### config.mk
export PLATFORM = sky130hd
export DESIGN_NAME = smtp_reply_line_parser
export DESIGN_NICKNAME = d
export VERILOG_FILES = /design/src/design/srlp_pkg.sv /design/src/design/srlp_core.sv /design/src/design/smtp_reply_line_parser.sv
export SDC_FILE = /design/constraint.sdc
export NUM_CORES = 1
export LEC_CHECK = 0
export ABC_CLOCK_PERIOD_IN_PS = 3600
export BUFFER_PORTS_ARGS = -buffer_cell sky130_fd_sc_hd__buf_2
export CAP_MARGIN = 30
export CORE_MARGIN = 3
export CORE_UTILIZATION = 60
export DETAILED_ROUTE_END_ITERATION = 7
export GPL_ROUTABILITY_DRIVEN = 0
export GPL_TIMING_DRIVEN = 0
export PLACE_DENSITY_LB_ADDON = 0.25
export SLEW_MARGIN = 40
export SYNTH_ARGS = -nofsm -noshare
export SYNTH_HDL_FRONTEND = slang
export SYNTH_SLANG_ARGS = --single-unit
export TNS_END_PERCENT = 30
### constraint.sdc
create_clock -name clk -period 3.6 [get_ports clk]
set_input_delay 0.54 -clock clk [delete_from_list [all_inputs] [get_ports clk]]
set_output_delay 0.54 -clock clk [all_outputs]
set_load 0.05 [all_outputs]
### src/design/srlp_pkg.sv
// ----------------------------------------------------------------------------
// SMTP reply line parser package
// Shared transfer types, parser phases, status codes and character constants.
// ----------------------------------------------------------------------------
package srlp_pkg;

	typedef struct packed {
		logic [7:0] data_byte;
		logic       reply_start;
	} byte_t;

	typedef struct packed {
		logic [9:0] smtp_code;
		logic [7:0] line_number;
		logic       final_line;
		logic [9:0] text_length;
		logic [1:0] status;
	} result_t;

	typedef enum logic [3:0] {
		PH_DIG1      = 4'd0,
		PH_DIG2      = 4'd1,
		PH_DIG3      = 4'd2,
		PH_SEP       = 4'd3,
		PH_CONT_TEXT = 4'd4,
		PH_FIN_FIRST = 4'd5,
		PH_FIN_TEXT  = 4'd6,
		PH_LF        = 4'd7,
		PH_IDLE      = 4'd8
	} phase_t;

	localparam logic [1:0] ST_OK       = 2'd0;
	localparam logic [1:0] ST_SYNTAX   = 2'd1;
	localparam logic [1:0] ST_MISMATCH = 2'd2;

	localparam logic [7:0] CH_TAB   = 8'h09;
	localparam logic [7:0] CH_LF    = 8'h0A;
	localparam logic [7:0] CH_CR    = 8'h0D;
	localparam logic [7:0] CH_SPACE = 8'h20;
	localparam logic [7:0] CH_DASH  = 8'h2D;
	localparam logic [7:0] CH_ZERO  = 8'h30;
	localparam logic [7:0] CH_TWO   = 8'h32;
	localparam logic [7:0] CH_FIVE  = 8'h35;
	localparam logic [7:0] CH_NINE  = 8'h39;
	localparam logic [7:0] CH_TILDE = 8'h7E;

endpackage

### src/design/srlp_core.sv
// ----------------------------------------------------------------------------
// SMTP reply line parser core
// Holds the parser state and decides the next state and the line result for
// one byte.
// ----------------------------------------------------------------------------
module srlp_core #(
	parameter int MAX_LINES = 255,
	parameter int MAX_TEXT  = 1023
) (
	input  logic             clk,
	input  logic             arst_n,
	input  logic             step,
	input  srlp_pkg::byte_t  item,
	output logic             res_valid,
	output srlp_pkg::result_t res
);
	import srlp_pkg::*;

	localparam logic [7:0] LINE_LIMIT = (MAX_LINES > 255) ? 8'd255 : 8'(MAX_LINES);
	localparam logic [9:0] TEXT_LIMIT = (MAX_TEXT > 1023) ? 10'd1023 : 10'(MAX_TEXT);

	phase_t     phase_q, phase_d, cur_phase;
	logic [9:0] code_q, code_d, cur_code;
	logic [9:0] first_q, first_d, cur_first;
	logic [7:0] lines_q, lines_d, cur_lines;
	logic [9:0] text_q, text_d, cur_text;
	logic       final_q, final_d, cur_final;

	logic [7:0] b;
	logic       is_text;
	logic       is_dig;
	logic [9:0] code_x10;
	logic [9:0] code_next;
	logic [9:0] text_inc;
	logic [7:0] lines_inc;
	logic       fail;
	logic       code_known;

	always_ff @(posedge clk or negedge arst_n) begin
		if (!arst_n) begin
			phase_q <= PH_DIG1;
			code_q  <= '0;
			first_q <= '0;
			lines_q <= '0;
			text_q  <= '0;
			final_q <= 1'b0;
		end else if (step) begin
			phase_q <= phase_d;
			code_q  <= code_d;
			first_q <= first_d;
			lines_q <= lines_d;
			text_q  <= text_d;
			final_q <= final_d;
		end
	end

	always_comb begin
		b         = item.data_byte;
		cur_phase = item.reply_start ? PH_DIG1 : phase_q;
		cur_code  = item.reply_start ? '0 : code_q;
		cur_first = item.reply_start ? '0 : first_q;
		cur_lines = item.reply_start ? '0 : lines_q;
		cur_text  = item.reply_start ? '0 : text_q;
		cur_final = item.reply_start ? 1'b0 : final_q;

		is_text   = (b == CH_TAB) || (b >= CH_SPACE && b <= CH_TILDE);
		is_dig    = (b >= CH_ZERO && b <= CH_NINE);
		code_x10  = {cur_code[6:0], 3'b000} + {cur_code[8:0], 1'b0};
		code_next = code_x10 + {6'd0, b[3:0]};
		text_inc  = (cur_text < TEXT_LIMIT) ? cur_text + 10'd1 : cur_text;
		lines_inc = (cur_lines < LINE_LIMIT) ? cur_lines + 8'd1 : cur_lines;

		phase_d    = cur_phase;
		code_d     = cur_code;
		first_d    = cur_first;
		lines_d    = cur_lines;
		text_d     = cur_text;
		final_d    = cur_final;
		fail       = 1'b0;
		code_known = 1'b1;
		res_valid  = 1'b0;
		res.smtp_code   = cur_code;
		res.line_number = cur_lines;
		res.final_line  = cur_final;
		res.text_length = cur_text;
		res.status      = ST_OK;

		unique case (cur_phase)
			PH_DIG1: begin
				code_known = 1'b0;
				if (b < CH_TWO || b > CH_FIVE) begin
					fail = 1'b1;
				end else begin
					code_d  = {6'd0, b[3:0]};
					phase_d = PH_DIG2;
				end
			end
			PH_DIG2: begin
				code_known = 1'b0;
				if (b < CH_ZERO || b > CH_FIVE) begin
					fail = 1'b1;
				end else begin
					code_d  = code_next;
					phase_d = PH_DIG3;
				end
			end
			PH_DIG3: begin
				code_known = 1'b0;
				if (!is_dig) begin
					fail = 1'b1;
				end else begin
					code_d  = code_next;
					phase_d = PH_SEP;
					if (cur_lines == 8'd0) begin
						first_d = code_next;
					end
				end
			end
			PH_SEP: begin
				if (b == CH_DASH) begin
					phase_d = PH_CONT_TEXT;
				end else if (b == CH_SPACE) begin
					final_d = 1'b1;
					phase_d = PH_FIN_FIRST;
				end else if (b == CH_CR) begin
					final_d = 1'b1;
					phase_d = PH_LF;
				end else begin
					fail = 1'b1;
				end
			end
			PH_CONT_TEXT, PH_FIN_TEXT: begin
				if (b == CH_CR) begin
					phase_d = PH_LF;
				end else if (is_text) begin
					text_d = text_inc;
				end else begin
					fail = 1'b1;
				end
			end
			PH_FIN_FIRST: begin
				if (!is_text) begin
					fail = 1'b1;
				end else begin
					text_d  = text_inc;
					phase_d = PH_FIN_TEXT;
				end
			end
			PH_LF: begin
				if (b != CH_LF) begin
					fail = 1'b1;
				end else begin
					res_valid = 1'b1;
					if (cur_lines != 8'd0 && cur_code != cur_first) begin
						res.status = ST_MISMATCH;
						phase_d    = PH_IDLE;
					end else if (cur_final) begin
						phase_d = PH_IDLE;
					end else begin
						lines_d = lines_inc;
						code_d  = '0;
						text_d  = '0;
						final_d = 1'b0;
						phase_d = PH_DIG1;
					end
				end
			end
			default: begin
				phase_d = PH_IDLE;
			end
		endcase

		if (fail) begin
			res_valid     = 1'b1;
			res.status    = ST_SYNTAX;
			res.smtp_code = code_known ? cur_code : 10'd0;
			phase_d       = PH_IDLE;
		end
	end

	assert property (@(posedge clk) disable iff (!arst_n)
		(phase_q == PH_IDLE && !item.reply_start) |-> !res_valid)
		else $error("result produced while the parser is idle");

	assert property (@(posedge clk) disable iff (!arst_n)
		(res_valid && res.status == ST_MISMATCH) |-> (cur_lines != 8'd0))
		else $error("code mismatch reported on the first line");

	assert property (@(posedge clk) disable iff (!arst_n)
		(lines_q <= LINE_LIMIT) && (text_q <= TEXT_LIMIT))
		else $error("line or text count exceeded its limit");

endmodule

### src/design/smtp_reply_line_parser.sv
// ----------------------------------------------------------------------------
// SMTP reply line parser
// Checks a server reply byte by byte and reports one result per line end or
// syntax error.
// ----------------------------------------------------------------------------
//   Channel   Signals                                  Payload
//   byte      byte_valid, byte_ready, byte_data        data_byte, reply_start
//   result    result_valid, result_ready, result_data  code, line, final, length, status
//
// One byte per cycle is accepted as long as every result is taken when offered.
// After its byte transfer, a result passes the input register, then the parser
// state step and the result register, before it is offered.
// Reset leaves the parser expecting the first code digit of a reply.
// A stalled result holds the result register; the pipeline then halts and
// input stops once the input register holds a byte.
// ----------------------------------------------------------------------------
module smtp_reply_line_parser #(
	parameter int MAX_LINES = 255,
	parameter int MAX_TEXT  = 1023
) (
	input  logic              clk,
	input  logic              arst_n,
	input  logic              byte_valid,
	output logic              byte_ready,
	input  srlp_pkg::byte_t   byte_data,
	output logic              result_valid,
	input  logic              result_ready,
	output srlp_pkg::result_t result_data
);
	import srlp_pkg::*;

	logic    in_valid_s1;
	byte_t   in_s1;
	logic    res_valid_s2;
	result_t res_s2;
	logic    advance;
	logic    step;
	logic    core_valid;
	result_t core_res;

	assign advance    = !res_valid_s2 || result_ready;
	assign step       = in_valid_s1 && advance;
	assign byte_ready = !in_valid_s1 || advance;

	always_ff @(posedge clk or negedge arst_n) begin
		if (!arst_n) begin
			in_valid_s1 <= 1'b0;
		end else if (byte_ready) begin
			in_valid_s1 <= byte_valid;
		end
	end

	always_ff @(posedge clk) begin
		if (byte_ready && byte_valid) begin
			in_s1 <= byte_data;
		end
	end

	srlp_core #(
		.MAX_LINES(MAX_LINES),
		.MAX_TEXT (MAX_TEXT)
	) u_core (
		.clk      (clk),
		.arst_n   (arst_n),
		.step     (step),
		.item     (in_s1),
		.res_valid(core_valid),
		.res      (core_res)
	);

	always_ff @(posedge clk or negedge arst_n) begin
		if (!arst_n) begin
			res_valid_s2 <= 1'b0;
		end else if (advance) begin
			res_valid_s2 <= step && core_valid;
		end
	end

	always_ff @(posedge clk) begin
		if (step && core_valid) begin
			res_s2 <= core_res;
		end
	end

	assign result_valid = res_valid_s2;
	assign result_data  = res_s2;

	assert property (@(posedge clk) disable iff (!arst_n)
		(in_valid_s1 && !advance) |=> (in_valid_s1 && $stable(in_s1)))
		else $error("held input byte lost during an output stall");

	assert property (@(posedge clk) disable iff (!arst_n)
		result_valid |-> (result_data.status == ST_OK ||
			result_data.status == ST_SYNTAX || result_data.status == ST_MISMATCH))
		else $error("unknown status code in result");

	assert property (@(posedge clk) disable iff (!arst_n)
		(result_valid && result_data.status != ST_SYNTAX) |->
			(result_data.smtp_code >= 10'd200 && result_data.smtp_code <= 10'd559))
		else $error("completed line carries an out-of-range reply code");

endmodule

==> impl_metrics.yaml <==
synth:
  yosysWarningCount: 0
  synth_area_leaders: "edfxtp_1, dfrtp_1, ha_1, nand2_1, xnor2_1"
  netlist_instances: 524
  async_reset_ff_share_pct: 52.9
  synth_top_area_share_pct: 23.2
  synth_top_cell_by_area: "edfxtp_1"
  synth_cell_types: 80
  syn_area_mm2: 0.00519
  synth-main-ff-cell: "dfrtp_1"
  seq_area_frac_synth_pct: 44.9
  netlist_top_cells_count: "nand2_1, dfrtp_1, edfxtp_1"
  ys_ff_latch: 85
  synth_edf_count: 40
  synthMostInstantiatedCell: "nand2_1"
  syn-num-nets: 555
  syn_avg_cell_area_um2: 9.90
floorplanning:
  die_w_um: 99.0
  ios: 46
  start_util_pct: 62.5
  design.die.area_mm2: 0.00980
  die_height_um: 99.0
  core_mm2: 0.00830
  rows: 33
timing:
  rsz0062_at_grt: "no"
  layout_worst_path_cycle_share_pct: 93.4
  max_freq_mhz: 297
  finClkSkew_ns: 0.0126
  drv_slew: 0
  max_slew_margin_pct: 52.9
  hold_ws_ns: 0.185
  min_period_ns: 3.36
  hold_violations: 0
  setup_viol: 0
  tightest_slew_ns: 0.702
setup_path:
  cp_data_required_time_ns: 3.85
  crit_type: "reg2reg"
  critPathMaxFanout: 10
  end_kind: "flop"
  arrival_ns: 3.61
  start_kind: "flop"
finish:
  drive_gt1_share_pct: 15.9
  syn_to_final_growth_pct: 11.3
  fin_util_pct: 69.5
  diodes: 0
  nets: 613
  final_area_mm2: 0.00577
clock_network:
  clkSinkCount: 85
  clock_latency_ns: 0.37
  cts_root_buf: "clkbuf_8"
  htreeDepth: 3
  cts_buffer_depth: 2
  path_clk_slew_ns: 0.09
  numCtsBuffers: 9
  cts_tree: "yes"
placed_design:
  portBuffers: 45
  hpwl_um: 9330
  place_area_mm2: 0.00555
global_routing:
  grt_max_degree: 46
  grt_antenna_before_repair: 0
  overflow: 0
  grt_pass1_vias: 4323
  grt_use_total_pct: 27.6
  grt_pass1_wl_um: 21500
power_and_ir_drop:
  peakVddDrop_mv: 0.242
  power_density_mw_per_mm2: 454
  leakagePower_nw: 2.38
drt:
  drc_errors: 0
  drtPass1Iterations: 5
  vias_per_cell: 6.50
  ant_nets: 0
  finalWirelength_um: 12900
  wire_per_inst_um: 18.7
  via_count: 4492
  drt-initial-drc-count: 465
hold_path:
  hp-class: "in2async"
run_status:
  run_status: "completed"
job:
  maxCapViolations: 0
==> path summary, 6_finish.rpt <==
| path | start | endpoint | slack [ns] | depth (start not counted) |
|---|---|---|---|---|
| max in group asynchronous | arst_n | u_core.first_q[2] | 2.98 | 1 |
| hold / removal | arst_n | u_core.text_q[4] | 0.18 | 1 |
| setup reg to reg | in_s1[0] | u_core.first_q[8] | 0.24 | 12 |
| min in group clk | byte_data[6] | in_s1[6] | 0.35 | 1 |
| setup / recovery | in_s1[0] | u_core.first_q[8] | 0.24 | 12 |
| hold reg to reg | u_core.first_q[1] | u_core.first_q[1] | 0.51 | 2 |
==> report_power, final <==
part           internal, mW  switching (mW)
sequential             1.15          0.0862
clock                 0.324           0.371
combinational         0.206           0.487
==> logic make-up (layout without fill, tap and decap cells) <==
| family | Yosys count | after routing | synth area share, % |
|---|---|---|---|
| DFF | 85 | 85 | 44.9 |
| xor gates and xnor gates | 26 | 26 | 4.39 |
| AOI/OAI and AO/OA | 129 | 129 | 17.8 |
| adders and majority gates | 18 | 18 | 4.49 |
| muxes | 1 | 1 | 0.217 |
| and+or+nand+nor | 227 | 227 | 25.0 |
| buffers and inverters | 38 | 100 | 3.16 |
==> placed cells by master, fill, tap and decap left out, types with 3 or more instances in the layout <==
cell | synthesis | final
a22o_1 | 7 | 7
nand4b_1 | 4 | 4
o21ai_0 | 27 | 27
o21a_1 | 3 | 3
or3_1 | 3 | 3
ha_1 | 17 | 17
and3_1 | 5 | 5
nor4_1 | 7 | 7
nor3b_1 | 9 | 9
a31oi_1 | 5 | 4
nand2b_1 | 15 | 15
a21o_1 | 8 | 8
xnor2_1 | 19 | 19
or2_2 | 3 | 3
nor2_1 | 31 | 31
a221o_1 | 4 | 4
clkbuf_8 | 0 | 9
dfrtp_1 | 45 | 45
o21ai_1 | 3 | 3
a211oi_1 | 9 | 9
a21oi_1 | 19 | 19
nor3_1 | 11 | 11
buf_4 | 2 | 5
inv_1 | 15 | 15
and2_1 | 13 | 12
o211ai_1 | 5 | 5
nand4_1 | 8 | 8
a32oi_1 | 3 | 3
nand3_1 | 17 | 17
o221ai_1 | 3 | 3
buf_2 | 5 | 50
nand2_1 | 52 | 52
and4b_1 | 3 | 3
clkbuf_1 | 13 | 10
xor2_1 | 7 | 7
nor2b_1 | 25 | 24
edfxtp_1 | 40 | 40
o31ai_1 | 8 | 8
==> critical path, cell delays in order, from the launching register on <==
cell and delay, ns:
edfxtp_1 0.46, buf_2 0.29, buf_2 0.30, nand2b_1 0.21
inv_1 0.13, ha_1 0.36, fa_1 0.46, a21o_1 0.20
a21oi_1 0.22, o21bai_1 0.09, a21oi_1 0.22, xor2_1 0.20
o21ai_0 0.11
==> layout make-up <==
type	count	area, um2
Buffer	23	111
Clock buffer	9	124
Clock inverter	6	73.8
Fill cell	646	2530
Inverter	15	56.3
Multi-Input combinational cell	401	2710
Sequential cell	85	2330
Tap cell	105	131
Timing Repair Buffer	47	243
==> flip-flops by register name (all words and copies together), names as in the netlist <==
register        flops
result_data        31
result_valid        1
u_core.phase_q      4
in_valid_s1         1
u_core.final_q      1
u_core.code_q      10
in_s1               9
u_core.lines_q      8
u_core.text_q      10
u_core.first_q     10
==> timing repair <==
action	CTS	global route
hold buffers	0	0
endpoints found under the hold margin	0	0
pin swaps	0	0
resized for setup	1	7
buffers inserted	0	2
endpoints found under the setup margin	3	24
==> routing by layer <==
layer	up-vias	GRT usage, %	wire [um]	part of all wire (%)
met4	0	11.9	355	2.7
met1	2128	37.9	5540	43
met2	258	43.2	5940	46
li1	2061	-	-	-
met5	-	0	0	0
met3	45	5.02	1110	8.5
==> stage by stage <==
step                power (mW)  TNS [ns]  std cells  setup slack, ns
global route              2.75         0        691           0.0120
CTS                       2.62         0        689           0.0262
finish                    2.62         0        691            0.238
floorplan                 1.75         0        524            0.655
detailed placement        1.93    -0.228        674          -0.0875
global placement          1.92         0        674         0.000171
Power figures use the tool's default switching activity.
